### src/hw/rtl/msgpt_pkg.sv
// Shared types, codes and defaults of the multi-slot pulse timer.
package msgpt_pkg;

  localparam int SLOT_COUNT_DEF = 4;
  localparam int TIME_BITS_DEF  = 32;
  localparam int MAX_RESULTS    = 4;

  localparam logic [2:0] CMD_INIT    = 3'd0;
  localparam logic [2:0] CMD_TRIGGER = 3'd1;
  localparam logic [2:0] CMD_CANCEL  = 3'd2;
  localparam logic [2:0] CMD_TICK    = 3'd3;
  localparam logic [2:0] CMD_QUERY   = 3'd4;

  localparam logic [1:0] ST_OK     = 2'd0;
  localparam logic [1:0] ST_ZERO   = 2'd1;
  localparam logic [1:0] ST_NOFREE = 2'd2;

  typedef enum logic [3:0] {
    UOP_IDLE,
    UOP_LOAD,
    UOP_INIT,
    UOP_TCHK,
    UOP_TSEL,
    UOP_FIND,
    UOP_TWR,
    UOP_CANC,
    UOP_QRY,
    UOP_TBEG,
    UOP_DEC,
    UOP_PICK,
    UOP_SOON,
    UOP_EMIT
  } uop_t;

  typedef struct packed {
    uop_t op;
    logic first;
    logic last;
  } ctl_t;

  typedef struct packed {
    logic reject;
    logic pool;
    logic nofree;
    logic more;
    logic emit_last;
  } flags_t;

endpackage

### src/hw/rtl/multi_slot_gpio_pulse_timer.sv
// Top level of the multi-slot pulse timer: sequencer plus datapath.
// A pool trigger first searches the slot file for a free slot; a tick decrements every
// scheduled slot, then runs 1 to 4 expiry scan passes of the slot file; every command ends
// with a scan of the slot file for the soonest remaining time before its beats.
// Beats follow one per cycle; busy drops as the final beat shows on the ports.
// Synchronous reset frees all slots, clears the tick base; ready next cycle.
module multi_slot_gpio_pulse_timer
  import msgpt_pkg::*;
#(
  parameter int SLOT_COUNT = SLOT_COUNT_DEF,
  parameter int TIME_BITS  = TIME_BITS_DEF
) (
  input  logic        clk,
  input  logic        rst,
  input  logic        start,
  output logic        busy,
  input  logic [2:0]  command,
  input  logic [1:0]  slot,
  input  logic        use_named_slot,
  input  logic [7:0]  pin,
  input  logic        level,
  input  logic [31:0] pulse_ms,
  input  logic [31:0] now_ms,
  input  logic        restore_on_cancel,
  output logic        strobe,
  output logic [1:0]  status,
  output logic [1:0]  result_slot,
  output logic        pin_write,
  output logic [7:0]  write_pin,
  output logic        write_level,
  output logic        active,
  output logic [31:0] soonest_remaining_ms,
  output logic        any_expired,
  output logic        last
);

  localparam int SW = (SLOT_COUNT > 1) ? $clog2(SLOT_COUNT) : 1;

  ctl_t          ctl;
  flags_t        flags;
  logic [SW-1:0] idx;

  msgpt_useq #(
    .SLOT_COUNT(SLOT_COUNT)
  ) u_useq (
    .clk    (clk),
    .rst    (rst),
    .start  (start),
    .command(command),
    .flags  (flags),
    .busy   (busy),
    .ctl    (ctl),
    .idx    (idx)
  );

  msgpt_dpath #(
    .SLOT_COUNT(SLOT_COUNT),
    .TIME_BITS (TIME_BITS)
  ) u_dpath (
    .clk                 (clk),
    .rst                 (rst),
    .ctl                 (ctl),
    .idx                 (idx),
    .command             (command),
    .slot                (slot),
    .use_named_slot      (use_named_slot),
    .pin                 (pin),
    .level               (level),
    .pulse_ms            (pulse_ms),
    .now_ms              (now_ms),
    .restore_on_cancel   (restore_on_cancel),
    .flags               (flags),
    .strobe              (strobe),
    .status              (status),
    .result_slot         (result_slot),
    .pin_write           (pin_write),
    .write_pin           (write_pin),
    .write_level         (write_level),
    .active              (active),
    .soonest_remaining_ms(soonest_remaining_ms),
    .any_expired         (any_expired),
    .last                (last)
  );

  a_beat_from_busy: assert property (@(posedge clk) disable iff (rst)
    strobe |-> $past(busy))
    else $error("beat without a command in progress");

  a_accept_busy: assert property (@(posedge clk) disable iff (rst)
    (start && !busy) |=> busy)
    else $error("accepted command did not start the sequencer");

  a_beats_contiguous: assert property (@(posedge clk) disable iff (rst)
    (strobe && !last) |=> strobe)
    else $error("gap inside the beats of one command");

  a_gap_after_last: assert property (@(posedge clk) disable iff (rst)
    (strobe && last) |=> !strobe)
    else $error("beat right after the final beat");

endmodule

### src/hw/rtl/msgpt_useq.sv
// Microcode sequencer: step counter, control ROM, slot scan counter.
module msgpt_useq
  import msgpt_pkg::*;
#(
  parameter int SLOT_COUNT = SLOT_COUNT_DEF,
  localparam int SW = (SLOT_COUNT > 1) ? $clog2(SLOT_COUNT) : 1
) (
  input  logic          clk,
  input  logic          rst,
  input  logic          start,
  input  logic [2:0]    command,
  input  flags_t        flags,
  output logic          busy,
  output ctl_t          ctl,
  output logic [SW-1:0] idx
);

  typedef enum logic [3:0] {
    S_IDLE, S_INIT, S_TCHK, S_TSEL, S_FIND, S_TWR, S_CANC,
    S_QRY, S_TBEG, S_DEC, S_PICK, S_SOON, S_EMIT
  } step_t;

  typedef enum logic [1:0] {LP_NONE, LP_SLOTS, LP_RESULTS} loop_t;
  typedef enum logic [2:0] {C_NONE, C_REJECT, C_POOL, C_NOFREE, C_MORE} cond_t;

  typedef struct packed {
    uop_t  op;
    loop_t lp;
    cond_t cnd;
    step_t nxt;
    step_t alt;
  } cword_t;

  localparam logic [SW-1:0] IDX_LAST = SW'(SLOT_COUNT - 1);

  function automatic cword_t urom(step_t s);
    cword_t w;
    case (s)
      S_INIT:  w = '{UOP_INIT, LP_NONE,    C_NONE,   S_SOON, S_SOON};
      S_TCHK:  w = '{UOP_TCHK, LP_NONE,    C_REJECT, S_TSEL, S_SOON};
      S_TSEL:  w = '{UOP_TSEL, LP_NONE,    C_POOL,   S_TWR,  S_FIND};
      S_FIND:  w = '{UOP_FIND, LP_SLOTS,   C_NOFREE, S_TWR,  S_SOON};
      S_TWR:   w = '{UOP_TWR,  LP_NONE,    C_NONE,   S_SOON, S_SOON};
      S_CANC:  w = '{UOP_CANC, LP_NONE,    C_NONE,   S_SOON, S_SOON};
      S_QRY:   w = '{UOP_QRY,  LP_NONE,    C_NONE,   S_SOON, S_SOON};
      S_TBEG:  w = '{UOP_TBEG, LP_NONE,    C_NONE,   S_DEC,  S_DEC};
      S_DEC:   w = '{UOP_DEC,  LP_SLOTS,   C_NONE,   S_PICK, S_PICK};
      S_PICK:  w = '{UOP_PICK, LP_SLOTS,   C_MORE,   S_SOON, S_PICK};
      S_SOON:  w = '{UOP_SOON, LP_SLOTS,   C_NONE,   S_EMIT, S_EMIT};
      S_EMIT:  w = '{UOP_EMIT, LP_RESULTS, C_NONE,   S_IDLE, S_IDLE};
      default: w = '{UOP_IDLE, LP_NONE,    C_NONE,   S_IDLE, S_IDLE};
    endcase
    return w;
  endfunction

  function automatic step_t entry(logic [2:0] c);
    step_t s;
    case (c)
      CMD_INIT:    s = S_INIT;
      CMD_TRIGGER: s = S_TCHK;
      CMD_CANCEL:  s = S_CANC;
      CMD_TICK:    s = S_TBEG;
      CMD_QUERY:   s = S_QRY;
      default:     s = S_SOON;
    endcase
    return s;
  endfunction

  step_t         step, step_next;
  logic [SW-1:0] idx_next;
  cword_t        cw;
  logic          loop_end;
  logic          cond_hit;

  assign busy = (step != S_IDLE);

  always_comb begin
    cw = urom(step);
    case (cw.lp)
      LP_SLOTS:   loop_end = (idx == IDX_LAST);
      LP_RESULTS: loop_end = flags.emit_last;
      default:    loop_end = 1'b1;
    endcase
    case (cw.cnd)
      C_REJECT: cond_hit = flags.reject;
      C_POOL:   cond_hit = flags.pool;
      C_NOFREE: cond_hit = flags.nofree;
      C_MORE:   cond_hit = flags.more;
      default:  cond_hit = 1'b0;
    endcase
    if (step == S_IDLE) begin
      step_next = start ? entry(command) : S_IDLE;
    end else if (!loop_end) begin
      step_next = step;
    end else begin
      step_next = cond_hit ? cw.alt : cw.nxt;
    end
    if (cw.lp == LP_SLOTS && !loop_end) begin
      idx_next = idx + SW'(1);
    end else begin
      idx_next = '0;
    end
    ctl.op    = (step == S_IDLE) ? (start ? UOP_LOAD : UOP_IDLE) : cw.op;
    ctl.first = (idx == '0);
    ctl.last  = (idx == IDX_LAST);
  end

  always_ff @(posedge clk) begin
    if (rst) begin
      step <= S_IDLE;
      idx  <= '0;
    end else begin
      step <= step_next;
      idx  <= idx_next;
    end
  end

endmodule

### src/hw/rtl/msgpt_dpath.sv
// Datapath: slot state, scan registers, result buffer and output register.
module msgpt_dpath
  import msgpt_pkg::*;
#(
  parameter int SLOT_COUNT = SLOT_COUNT_DEF,
  parameter int TIME_BITS  = TIME_BITS_DEF,
  localparam int SW = (SLOT_COUNT > 1) ? $clog2(SLOT_COUNT) : 1
) (
  input  logic          clk,
  input  logic          rst,
  input  ctl_t          ctl,
  input  logic [SW-1:0] idx,
  input  logic [2:0]    command,
  input  logic [1:0]    slot,
  input  logic          use_named_slot,
  input  logic [7:0]    pin,
  input  logic          level,
  input  logic [31:0]   pulse_ms,
  input  logic [31:0]   now_ms,
  input  logic          restore_on_cancel,
  output flags_t        flags,
  output logic          strobe,
  output logic [1:0]    status,
  output logic [1:0]    result_slot,
  output logic          pin_write,
  output logic [7:0]    write_pin,
  output logic          write_level,
  output logic          active,
  output logic [31:0]   soonest_remaining_ms,
  output logic          any_expired,
  output logic          last
);

  localparam int TB = TIME_BITS;
  localparam int RW = $clog2(MAX_RESULTS);
  localparam int NW = $clog2(MAX_RESULTS + 1);

  logic [TB-1:0]         rem     [SLOT_COUNT];
  logic [TB-1:0]         rem_pre [SLOT_COUNT];
  logic [7:0]            spin    [SLOT_COUNT];
  logic                  slvl    [SLOT_COUNT];
  logic [SLOT_COUNT-1:0] sched;
  logic [SLOT_COUNT-1:0] pool;

  logic [2:0]    cmd_q;
  logic [1:0]    slot_q;
  logic          named_q;
  logic [7:0]    pin_q;
  logic          lvl_q;
  logic [TB-1:0] dur_q;
  logic [TB-1:0] now_q;
  logic          rest_q;

  logic [TB-1:0] last_tick;
  logic [TB-1:0] elapsed;
  logic [SW-1:0] sel;
  logic          found;
  logic [SW-1:0] pbest_idx;
  logic [TB-1:0] pbest;
  logic          pfound;
  logic [31:0]   soon;
  logic [SW-1:0] pick_q [MAX_RESULTS];
  logic [NW-1:0] n;
  logic [RW-1:0] kidx;

  logic [1:0] res_status;
  logic [1:0] res_slot;
  logic       res_wr;
  logic [7:0] res_pin;
  logic       res_lvl;
  logic       res_active;

  logic [SW-1:0] si;
  logic          in_range;
  logic [TB-1:0] rem_i;
  logic          sched_i;
  logic          free_i;
  logic [TB-1:0] rem_dec;
  logic          cand;
  logic          pfound_eff;
  logic          better;
  logic [SW-1:0] win_idx;
  logic          win_found;
  logic [31:0]   soon_eff;
  logic [31:0]   soon_i;
  logic [31:0]   soon_upd;
  logic [SW-1:0] rd_addr;
  logic [7:0]    rd_pin;
  logic          rd_lvl;
  logic          tick_emit;

  always_comb begin
    si         = SW'(slot_q);
    in_range   = (int'(slot_q) < SLOT_COUNT);
    rem_i      = rem[idx];
    sched_i    = sched[idx];
    free_i     = !sched[idx] && !pool[idx];
    rem_dec    = (rem_i > elapsed) ? (rem_i - elapsed) : '0;
    cand       = sched_i && (rem_i == '0);
    pfound_eff = pfound && !ctl.first;
    better     = cand && (!pfound_eff || (rem_pre[idx] < pbest));
    win_idx    = better ? idx : pbest_idx;
    win_found  = better || pfound_eff;
    soon_eff   = ctl.first ? '1 : soon;
    soon_i     = 32'(rem_i);
    soon_upd   = (sched_i && (soon_i < soon_eff)) ? soon_i : soon_eff;
    rd_addr    = (ctl.op == UOP_CANC) ? si : pick_q[kidx];
    rd_pin     = spin[rd_addr];
    rd_lvl     = slvl[rd_addr];
    tick_emit  = (cmd_q == CMD_TICK) && (n != '0);

    flags.reject    = (dur_q == '0) || (named_q && !in_range);
    flags.pool      = !named_q;
    flags.nofree    = !found && !free_i;
    flags.more      = win_found && (n < NW'(MAX_RESULTS - 1));
    flags.emit_last = tick_emit ? (NW'(kidx) == (n - NW'(1))) : 1'b1;
  end

  always_ff @(posedge clk) begin
    if (rst) begin
      sched     <= '0;
      pool      <= '0;
      last_tick <= '0;
      strobe    <= 1'b0;
      for (int i = 0; i < SLOT_COUNT; i++) begin
        rem[i] <= '0;
      end
    end else begin
      strobe <= 1'b0;
      case (ctl.op)
        UOP_LOAD: begin
          cmd_q      <= command;
          slot_q     <= slot;
          named_q    <= use_named_slot;
          pin_q      <= pin;
          lvl_q      <= level;
          dur_q      <= pulse_ms[TB-1:0];
          now_q      <= now_ms[TB-1:0];
          rest_q     <= restore_on_cancel;
          res_status <= ST_OK;
          res_slot   <= '0;
          res_wr     <= 1'b0;
          res_pin    <= '0;
          res_lvl    <= 1'b0;
          res_active <= 1'b0;
          found      <= 1'b0;
          n          <= '0;
          kidx       <= '0;
        end
        UOP_INIT: begin
          last_tick <= now_q;
        end
        UOP_TCHK: begin
          if (dur_q == '0) begin
            res_status <= ST_ZERO;
          end else if (named_q && !in_range) begin
            res_status <= ST_NOFREE;
          end
        end
        UOP_TSEL: begin
          sel <= si;
        end
        UOP_FIND: begin
          if (!found && free_i) begin
            found <= 1'b1;
            sel   <= idx;
          end
          if (ctl.last && !found && !free_i) begin
            res_status <= ST_NOFREE;
          end
        end
        UOP_TWR: begin
          sched[sel] <= 1'b1;
          pool[sel]  <= !named_q;
          spin[sel]  <= pin_q;
          slvl[sel]  <= !lvl_q;
          rem[sel]   <= dur_q;
          res_slot   <= 2'(sel);
          res_wr     <= 1'b1;
          res_pin    <= pin_q;
          res_lvl    <= lvl_q;
        end
        UOP_CANC: begin
          res_slot <= slot_q;
          if (in_range) begin
            sched[si] <= 1'b0;
            pool[si]  <= 1'b0;
            rem[si]   <= '0;
            if (rest_q) begin
              res_wr  <= 1'b1;
              res_pin <= rd_pin;
              res_lvl <= rd_lvl;
            end
          end
        end
        UOP_QRY: begin
          res_slot   <= slot_q;
          res_active <= in_range && sched[si];
        end
        UOP_TBEG: begin
          elapsed   <= now_q - last_tick;
          last_tick <= now_q;
        end
        UOP_DEC: begin
          rem_pre[idx] <= rem_i;
          if (sched_i) begin
            rem[idx] <= rem_dec;
          end
        end
        UOP_PICK: begin
          pfound    <= win_found;
          pbest_idx <= win_idx;
          if (better) begin
            pbest <= rem_pre[idx];
          end
          if (ctl.last && win_found) begin
            pick_q[n[RW-1:0]] <= win_idx;
            sched[win_idx]    <= 1'b0;
            pool[win_idx]     <= 1'b0;
            n                 <= n + NW'(1);
          end
        end
        UOP_SOON: begin
          soon <= soon_upd;
        end
        UOP_EMIT: begin
          strobe               <= 1'b1;
          last                 <= flags.emit_last;
          soonest_remaining_ms <= soon;
          kidx                 <= kidx + RW'(1);
          if (tick_emit) begin
            status      <= ST_OK;
            result_slot <= 2'(pick_q[kidx]);
            pin_write   <= 1'b1;
            write_pin   <= rd_pin;
            write_level <= rd_lvl;
            active      <= 1'b0;
            any_expired <= 1'b1;
          end else begin
            status      <= res_status;
            result_slot <= res_slot;
            pin_write   <= res_wr;
            write_pin   <= res_pin;
            write_level <= res_lvl;
            active      <= res_active;
            any_expired <= 1'b0;
          end
        end
        default: begin
        end
      endcase
    end
  end

endmodule
### config.mk
export PLATFORM = sky130hd
export DESIGN_NAME = multi_slot_gpio_pulse_timer
export DESIGN_NICKNAME = d
export VERILOG_FILES = /design/src/hw/rtl/msgpt_pkg.sv /design/src/hw/rtl/multi_slot_gpio_pulse_timer.sv /design/src/hw/rtl/msgpt_useq.sv /design/src/hw/rtl/msgpt_dpath.sv
export SDC_FILE = /design/constraint.sdc
export NUM_CORES = 1
export LEC_CHECK = 0
export ABC_AREA = 0
export BUFFER_PORTS_ARGS = -buffer_cell sky130_fd_sc_hd__buf_4
export CAP_MARGIN = 30
export CORE_MARGIN = 2
export CORE_UTILIZATION = 40
export CTS_BUF_LIST = sky130_fd_sc_hd__clkbuf_4
export DETAILED_ROUTE_END_ITERATION = 8
export MAX_ROUTING_LAYER = met4
export PLACE_DENSITY_LB_ADDON = 0.3
export SETUP_SLACK_MARGIN = 0.05
export SYNTH_ARGS = -nofsm -noshare
export SYNTH_HDL_FRONTEND = slang
export SYNTH_SLANG_ARGS = --single-unit
### constraint.sdc
create_clock -name clk -period 8.8 [get_ports clk]
set_input_delay 0.88 -clock clk [delete_from_list [all_inputs] [get_ports clk]]
set_output_delay 0.88 -clock clk [all_outputs]
set_load 0.01 [all_outputs]
==> results.md, run 1 <==
- Number of distinct library cell variants in the gate-level netlist after synthesis: 82
- Pwr Density: 226 nW/um^2
- Largest net degree at the start of global routing: 62
- Wire length of the first global-routing pass: 106 mm
- Depth of the worst register-to-register path: 16
- Vertical die dimension: 273 um
- Syn_nets: 2,409
- Outcome: finished, final reports clean
- Reg2reg setup slack: 3170 ps
- Detailed-placement wirelength estimate: 46.5 mm
- Worst Setup End Kind: register
- Final max-slew violation count: 0
- Fraction of layout cells with a size suffix above 1: 22.8%
- Worst Setup SP: u_useq.idx[0]
- Wire length after detailed routing: 68.6 mm
- Sequential area share after synthesis: 61.7%
- Number of nets in the layout: 2,733
- Placer's final routability congestion estimate: 0.979
- Vias in the first global route: 19,479
- FFs w/ async S/R, synth: 0%
- Largest voltage drop on the vdd net: 0.160 mV
- Number of max-cap violations: 0
- Setup bufs post-CTS: 0
- Longest Clk Path Bufs: 3
- Startpoint of the tightest hold check path: command[2]
- Post-synthesis average cell area: 13.3 sq um
- Final Util: 47.5%
- Maximum fanout count along the critical path: 37
- Clock slew at the register clock pins of the worst setup and hold paths: 70 ps
- DR WL/cell: 19.2 um
- Signal arrival time at the worst endpoint: 6360 ps
- Final cycle utilization of the critical path: 64.0%
- Number of placed instances, taps included: 3,219
- Total overflow reported by the global router: 0
- Worst reg2reg path startpoint: u_useq.idx[0]
- Final Hold Viols: 0
- Final standard cell count with taps included and fillers excluded: 3,579
- Commonest register cell after synthesis: edfxtp_1
- Post-route antenna net violation count: 0
- Global route hottest layer: met2
- Normalized max-slew margin: 30.7%
- Number of enable-type register cells in the synthesized netlist: 551
- Unrepaired setup endpoints after global routing: no
- Starting DRC count in detailed routing: 1,417
- Worst clock skew on the final layout: 47.4 ps
- Mapped cell area: 29,000 sq um
- Most common cell after layout, fill and taps aside: edfxtp_1
- Leak pwr: 12.9 nW
- Count of TritonRoute iterations in the first routing pass: 6
- Cells on Worst Hold Path: 1
- Number of rows in the core area: 98
- Worst Setup Start Kind: register
- Met2 routing resource usage after global routing: 31.2%
- Later-pin clock latency in the skew report: 990 ps
- Per-cell via count in the routed design: 5.24
- Worst slew pin tran: 1040 ps
- Total CTS buffers: 158
- Area of the die: 74,600 sq um
- H-tree Lvls: 4
- Synthesized instance count: 2,183
- Synthesis Warnings: 0
- Number of antenna violations at the first check in global routing: 2
- Accumulated negative setup slack: 0 ps
- Number of port buffers: 133
- Initial standard-cell utilization of the core: 40.4%
- TritonCTS Sinks: 617
- Met3 Track Usage GR: 3.67%
- DRC violation count after routing: 0
- Master cell of the clock root buffer: clkbuf_4
- Overall via count from detail_route: 18,761
- Classification of the worst setup path: reg2reg
- Commonest cells after routing, fill and taps aside: edfxtp_1 (551), clkbuf_4 (242), inv_1 (201)
- Fmax: 178 MHz
- TritonCTS clock tree: done
- Hold/Removal Path Class: in2reg
- Number of placed I/O pins: 134
- Total of cells resized after clock tree synthesis: 0
- Synthesis-to-finish area growth: 17.5%
- Clock period minus worst slack: 5630 ps
- Number of synthesized register bits: 617
- Count of hold buffers inserted by post-cts repair: 77
- Core region area: 71,600 sq um
- Width of the die: 273 um
- Met1 GRT Util: 23.8%
- Count of final setup violators: 0
- Overall routing resource usage: 19.2%
- Crit path required time: 9530 ps
area by class of cell:
class	count	area (sq um)
multi-input cells	1285	10100
clock inverters	39	269
inverters	204	766
repair buffers	241	2060
fillers	6386	37600
flip-flops and latches	617	17900
well taps	950	1190
clock buffers	242	1820
diodes	1	2.50
cell families after synthesis:
family,synth area share [%]
adders and majority gates,6.26
DFF,61.7
buffers and inverters,3.84
AOI/OAI and AO/OA,8.42
xor gates and xnor gates,1.88
and+or+nand+nor,8.99
muxes,8.91
sequential cells by signal, indices dropped and copies added, names as in the netlist, 8 cells and up, named ones only:
name / cells
u_dpath.dur_q: 32
u_dpath.elapsed: 32
u_dpath.last_tick: 32
u_dpath.now_q: 32
u_dpath.pbest: 32
u_dpath.pick_q: 8
u_dpath.pin_q: 8
u_dpath.rem: 128
u_dpath.rem_pre: 128
u_dpath.res_pin: 8
u_dpath.soon: 32
u_dpath.soonest_remaining_ms: 32
u_dpath.spin: 32
u_dpath.write_pin: 8
u_useq.cw: 17
per-stage QoR:
stage               cell area (sq um)  setup slack [ps]  total power [mW]  hold slack (ps)
detailed placement              31100              3130              5.21              429
global placement                31000              3020              5.17              433
finish                          34000              3170              7.69              126
floorplan                       29000              1430              4.78              417
global route                    34000              2740              8.11             25.3
CTS                             34000              3090              7.77             3.56
where the power goes:
group | switching, mW | leakage (nW) | internal (mW) | total (mW)
logic | 0.881 | 6.02 | 0.604 | 1.48
clock network | 1.14 | 1.24 | 1.37 | 2.50
registers | 0.162 | 5.61 | 3.53 | 3.70
cell usage after synthesis, types with 23 or more instances:
| master | number | share of area, % |
|---|---|---|
| mux2_2 | 43 | 1.7 |
| nor2_1 | 200 | 2.6 |
| a21o_1 | 46 | 1.2 |
| a22oi_1 | 24 | 0.62 |
| mux2i_1 | 50 | 1.7 |
| nand3_1 | 23 | 0.40 |
| inv_1 | 201 | 2.6 |
| xnor2_1 | 42 | 1.3 |
| ha_1 | 141 | 6.1 |
| nor3_1 | 33 | 0.57 |
| nand2_1 | 107 | 1.4 |
| nor4_1 | 28 | 0.60 |
| o21ai_0 | 75 | 1.3 |
| or2_2 | 37 | 0.80 |
| edfxtp_1 | 551 | 57 |
| clkbuf_1 | 56 | 0.73 |
| a21oi_1 | 90 | 1.6 |
| dfxtp_1 | 66 | 4.6 |
| mux4_2 | 66 | 5.1 |
layer usage:
metal	share of wire, %	vias to the layer above
met4	2.1	0
met3	5.6	106
met1	43	9176
met5	0	-
met2	49	596
li1	-	8883
worst paths after layout:
| path | to |
|---|---|
| worst max-delay path | u_dpath.soon[18] |
| worst min-delay path | u_dpath.cmd_q[2] |
| worst max register to register | u_dpath.soon[18] |
| worst min register to register | u_dpath.soonest_remaining_ms[2] |
worst max-delay path, stage by stage (launching register included):
cell and delay [ps]:
dfxtp_4 820, inv_1 330, ha_1 510, or2_2 400, inv_1 70, ha_1 240
nand4_1 100, nor3_1 90, a2111oi_0 460, a31oi_1 240, o41ai_1 410, o211ai_1 150
nand3_1 110, nand3_1 110, a31oi_4 510, buf_4 390, mux2_2 380
Power figures use the tool's default switching activity.
==> run 2, diff against run 1 <==
- ABC_AREA: 0 -> 1
- clock period: 8.8 -> 5.2 ns (I/O delays scaled with it)
==> run 2 against run 1 <==
  * Sequential share of layout area fell by 0.47 points
  * Maximum frequency up 26%
  * Clock power increased by 64%
  * Via count up 13%
  * Routed wire length is 2.5% higher
  * Highest routed layer unchanged
  * Worst setup slack got worse by 2400 ps
  * Total power up 75%
  * Count of clock-buffer cells in the layout shrank 4
==> results.md, run 2 <==
- Mapped cell area: 29,200 sq um
- Final Hold Viols: 0
- Commonest cells after routing, fill and taps aside: edfxtp_1 (551), nand2_1 (457), inv_1 (341)
- Most frequently used cell type in the post-synthesis netlist: edfxtp_1
- Worst Setup End Kind: register
- Count of final setup violators: 0
- Overall routing resource usage: 19.5%
- Number of synthesized register bits: 617
- Placer's final routability congestion estimate: 0.901
- Maximum fanout count along the critical path: 57
- Number of nets in the layout: 3,395
- Overall via count from detail_route: 21,112
- Later-pin clock latency in the skew report: 990 ps
- Global route hottest layer: met2
- DRC violation count after routing: 0
- TritonCTS Sinks: 617
- Pwr Density: 393 nW/um^2
- Total CTS buffers: 159
- Initial standard-cell utilization of the core: 40.6%
- Post-synthesis average cell area: 10.3 sq um
- Largest voltage drop on the vdd net: 0.256 mV
- Number of distinct library cell variants in the gate-level netlist after synthesis: 62
- Number of rows in the core area: 98
- Syn_nets: 3,059
- Smallest setup slack after layout: 737 ps
- TritonCTS clock tree: done
- Depth of the worst register-to-register path: 21
- Clock slew at the register clock pins of the worst setup and hold paths: 60 ps
- Unrepaired setup endpoints after global routing: no
- Outcome: finished, final reports clean
- Post-route antenna net violation count: 0
- Detailed-placement wirelength estimate: 47.2 mm
- Count of hold buffers inserted by post-cts repair: 81
- Sequential area share after synthesis: 61.3%
- Largest registers ranked by flip-flop count: u_dpath.rem (128), u_dpath.rem_pre (128)
- Hold/Removal Path Class: in2reg
- Final max-slew violation count: 0
- Core region area: 71,900 sq um
- Number of enable-type register cells in the synthesized netlist: 551
- Classification of the worst setup path: reg2reg
- Vertical die dimension: 274 um
- Synthesis-to-finish area growth: 17.8%
- Setup bufs post-CTS: 0
- Area of the die: 75,100 sq um
- Fraction of synthesized cell area taken by the top area cell type: 56.7%
- Starting DRC count in detailed routing: 1,376
- Accumulated negative setup slack: 0 ps
- Met3 Track Usage GR: 4.59%
- Cells on Worst Hold Path: 5
- DR WL/cell: 16.6 um
- Number of port buffers: 133
- Wire length of the first global-routing pass: 110 mm
- Final cycle utilization of the critical path: 85.8%
- Worst clock skew on the final layout: 82.7 ps
- Signal arrival time at the worst endpoint: 5160 ps
- Total of cells resized after clock tree synthesis: 0
- Normalized max-slew margin: 39.1%
- Cell types with the highest counts after synthesis: edfxtp_1 (551), nand2_1 (457), inv_1 (341), nor2_1 (331), a21oi_1 (245)
- Number of max-cap violations: 0
- Met2 routing resource usage after global routing: 30.5%
- DP Worst Slack: 811 ps
- Synth area leader: edfxtp_1
- Fraction of layout cells with a size suffix above 1: 15.2%
- Clock period minus worst slack: 4460 ps
- Most common cell after layout, fill and taps aside: edfxtp_1
- Worst slew pin tran: 909 ps
- Total overflow reported by the global router: 0
- Width of the die: 274 um
- FFs w/ async S/R, synth: 0%
- Largest net degree at the start of global routing: 87
- Longest Clk Path Bufs: 3
- Number of placed I/O pins: 134
- Count of TritonRoute iterations in the first routing pass: 5
- Synthesized instance count: 2,833
- Fmax: 224 MHz
- Crit path required time: 5890 ps
- Leak pwr: 13.7 nW
- Wire length after detailed routing: 70.3 mm
- Vias in the first global route: 20,799
- Commonest register cell after synthesis: edfxtp_1
- Worst Setup Start Kind: register
- H-tree Lvls: 4
- Met1 GRT Util: 24.3%
- Per-cell via count in the routed design: 4.98
- Number of antenna violations at the first check in global routing: 2
- Synthesis Warnings: 0
- Most area-consuming cells after synthesis: edfxtp_1 (57%), ha_1 (6.1%), nand2_1 (5.9%)
- Master cell of the clock root buffer: clkbuf_4
[run 2: where the power goes]
group	switching, mW	total, mW	leakage [nW]	internal, mW
registers	0.207	6.26	5.59	6.05
clock network	1.93	4.11	1.19	2.19
logic	2.03	3.11	6.89	1.08
total	4.17	13.5	13.7	9.32
[run 2: worst max-delay path: stages, from the launching register on]
cell,delay [ps]
dfxtp_4,740
buf_4,450
a21oi_1,110
o21ai_0,100
nand2_1,160
inv_1,270
ha_1,330
nand2_1,80
inv_1,50
nand2_1,60
nand3b_1,150
nand2_1,120
nand2_2,80
a31oi_1,270
o21ai_1,190
nand2_1,90
nand3_1,70
nand2_1,80
buf_4,230
nor2_1,70
a21oi_1,400
inv_1,70
[run 2: path summary, 6_finish.rpt]
kind,from,to,slack [ps]
setup / recovery,u_useq.idx[0],u_dpath.rem[3][25],740
hold reg to reg,u_dpath.soon[5],u_dpath.soonest_remaining_ms[5],450
hold / removal,start,u_dpath.strobe,200
setup reg to reg,u_useq.idx[0],u_dpath.rem[3][25],740
[run 2: routing by layer]
| metal | vias to the layer above | share of wire [%] | wire [um] |
|---|---|---|---|
| met5 | - | 0 | 0 |
| met4 | 0 | 3.4 | 2380 |
| met3 | 145 | 5.8 | 4090 |
| met2 | 600 | 46 | 32400 |
| met1 | 9827 | 45 | 31500 |
| li1 | 10540 | - | - |
[run 2: layout make-up]
cell class / instances / area (sq um)
Fill cell: 6698 / 37500
Sequential cell: 617 / 17900
Multi-Input combinational cell: 1763 / 9610
Timing Repair Buffer: 265 / 2260
Clock buffer: 238 / 1790
Inverter: 363 / 1370
Tap cell: 950 / 1190
Clock inverter: 38 / 231
Antenna cell: 6 / 15.0
[run 2: per-stage QoR]
| stage | utilization [%] | std cells | instance area (sq um) | power (mW) | hold slack (ps) |
|---|---|---|---|---|---|
| CTS | 47.7 | 4233 | 34300 | 13.6 | 87.6 |
| finish | 47.8 | 4240 | 34300 | 13.5 | 204 |
| global route | 47.8 | 4239 | 34300 | 14.3 | 154 |
| detailed placement | 43.8 | 3876 | 31500 | 9.41 | 439 |
| floorplan | - | 2833 | 29200 | 8.57 | 427 |
| global placement | 43.8 | 3873 | 31400 | 9.38 | 434 |
[run 2: cells by family after synthesis]
logic type               after synthesis  share of synthesized area (%)
flip-flops                           617                           61.3
XOR/XNOR                              53                           1.59
AO/OA/AOI/OAI                        588                           11.0
buffers and inverters                453                           6.09
AND/OR/NAND/NOR                      979                           13.9
adder cells (fa/ha/maj)              143                           6.19
==> run 3, diff against run 2 <==
- PLACE_DENSITY_LB_ADDON: 0.3 -> 0.05
==> run 3 against run 2 <==
  * Non-clock buffer count rose by 12
  * Routed wire length rose by 15%
  * Clock skew barely moved
  * Maximum frequency rose by 1.4%
  * Final cell count rose by 1.1%
  * Combinational power rose by 5%
  * Critical path type unchanged
  * Highest routed layer unchanged
==> results.md, run 3 (synthesis gave the netlist of run 2 again) <==
- Outcome: finished, final reports clean
- Final max-slew violation count: 0
- Normalized max-slew margin: 42.9%
- Fmax: 227 MHz
- Number of filler instances in the final layout: 6,888
- Worst slew pin tran: 855 ps
- TritonCTS clock tree: done
- Number of placed I/O pins: 134
- Largest net degree at the start of global routing: 153
- TritonCTS Sinks: 617
- Overall via count from detail_route: 21,669
- Number of port buffers: 133
- Commonest cells after routing, fill and taps aside: edfxtp_1 (551), nand2_1 (457), inv_1 (341)
- Vias in the first global route: 21,976
- Clock period minus worst slack: 4400 ps
- Number of nets in the layout: 3,419
- Worst Setup End Kind: register
- Width of the die: 274 um
- Reg2reg setup slack: 800 ps
- Area of the die: 75,100 sq um
- DP Worst Slack: 851 ps
- DRC violation count after routing: 0
- Core region area: 71,900 sq um
- Hold/Removal Path Class: in2reg
- Longest Clk Path Bufs: 3
- Signal arrival time at the worst endpoint: 5190 ps
- Pwr Density: 406 nW/um^2
- Hold_ws: 159 ps
- Most common cell after layout, fill and taps aside: edfxtp_1
- H-tree Lvls: 4
- Number of max-cap violations: 0
- Number of antenna violations at the first check in global routing: 3
- Master cell of the clock root buffer: clkbuf_4
- Wire length after detailed routing: 81.1 mm
- Leak pwr: 13.9 nW
- Unrepaired setup endpoints after global routing: no
- Worst clock skew on the final layout: 83.1 ps
- Final Hold Viols: 0
- Total overflow reported by the global router: 0
- Later-pin clock latency in the skew report: 1020 ps
- DR WL/cell: 18.9 um
- Clock slew at the register clock pins of the worst setup and hold paths: 60 ps
- Total CTS buffers: 171
- Number of rows in the core area: 98
- Detailed-placement wirelength estimate: 54.7 mm
- Placer's final routability congestion estimate: 0.918
- Worst Setup Start Kind: register
- Count of final setup violators: 0
- Smallest setup slack after layout: 796 ps
- Final cycle utilization of the critical path: 84.7%
- Crit path required time: 5990 ps
- Count of hold buffers inserted by post-cts repair: 81
- Initial standard-cell utilization of the core: 40.6%
- Per-cell via count in the routed design: 5.06
- Accumulated negative setup slack: 0 ps
- Largest registers ranked by flip-flop count: u_dpath.rem (128), u_dpath.rem_pre (128)
- Setup bufs post-CTS: 0
- Overall routing resource usage: 22.7%
- Area of the multi-input gates: 9600 sq um
- Synthesis-to-finish area growth: 19.1%
- FF+latch area: 17,900 sq um
- Total of cells resized after clock tree synthesis: 0
- Count of TritonRoute iterations in the first routing pass: 5
- Largest voltage drop on the vdd net: 0.271 mV
- Classification of the worst setup path: reg2reg
- Starting DRC count in detailed routing: 1,483
- Maximum fanout count along the critical path: 152
- Post-route antenna net violation count: 0
- Vertical die dimension: 274 um
- Wire length of the first global-routing pass: 125 mm
- Fraction of layout cells with a size suffix above 1: 16.1%
==> run 3: through the flow <==
stage	cells	util [%]	area [sq um]	power [mW]
detailed placement	3887	43.9	31600	9.60
global route	4286	48.3	34700	15.0
finish	4286	48.3	34700	14.1
floorplan	2833	-	29200	8.57
CTS	4277	48.2	34700	14.3
global placement	3887	43.9	31600	9.56
==> run 3: power by group <==
part / internal, mW / switching, mW
Clock: 2.48 / 2.09
Sequential: 6.05 / 0.207
Combinational: 1.11 / 2.17
Total: 9.64 / 4.47
==> run 3: worst paths after layout <==
| kind | from | end | cells after the start |
|---|---|---|---|
| hold reg to reg | u_dpath.soon[5] | u_dpath.soonest_remaining_ms[5] | 0 |
| setup / recovery | u_useq.idx[0] | u_dpath.rem[0][22] | 20 |
| hold / removal | start | u_dpath.strobe | 5 |
| setup reg to reg | u_useq.idx[0] | u_dpath.rem[0][22] | 20 |
==> run 3: worst max-delay path, cell delays in order (launching register included) <==
cell and delay (ps):
dfxtp_4 370, buf_12 530, nand2_1 130, nand3_1 110
nand2_1 160, inv_1 270, ha_1 280, nor2_1 60
a21oi_1 220, nand2_1 80, nand3b_1 170, nand2_1 90
nand2_2 110, a31oi_1 170, o21ai_1 400, nand2_1 110
nand3_1 90, nand2_1 110, buf_4 180, or2_2 330
a21oi_1 160
==> run 3: per-layer routing <==
metal	vias up	part of all wire, %	global-route usage [%]
met2	538	48	36.6
met3	156	4.6	4.54
met1	10368	45	28.7
li1	10607	-	-
met5	-	0	-
met4	0	2.3	7.32
==> run 3: cell type report <==
type | count | area share [%]
tap | 950 | 3.42
clock inverter | 50 | 1.03
sequential | 617 | 51.5
timing repair buffer | 277 | 6.85
inverter | 363 | 3.93
clock buffer | 259 | 5.60
antenna | 7 | 0.0505
multi-input combinational | 1763 | 27.6
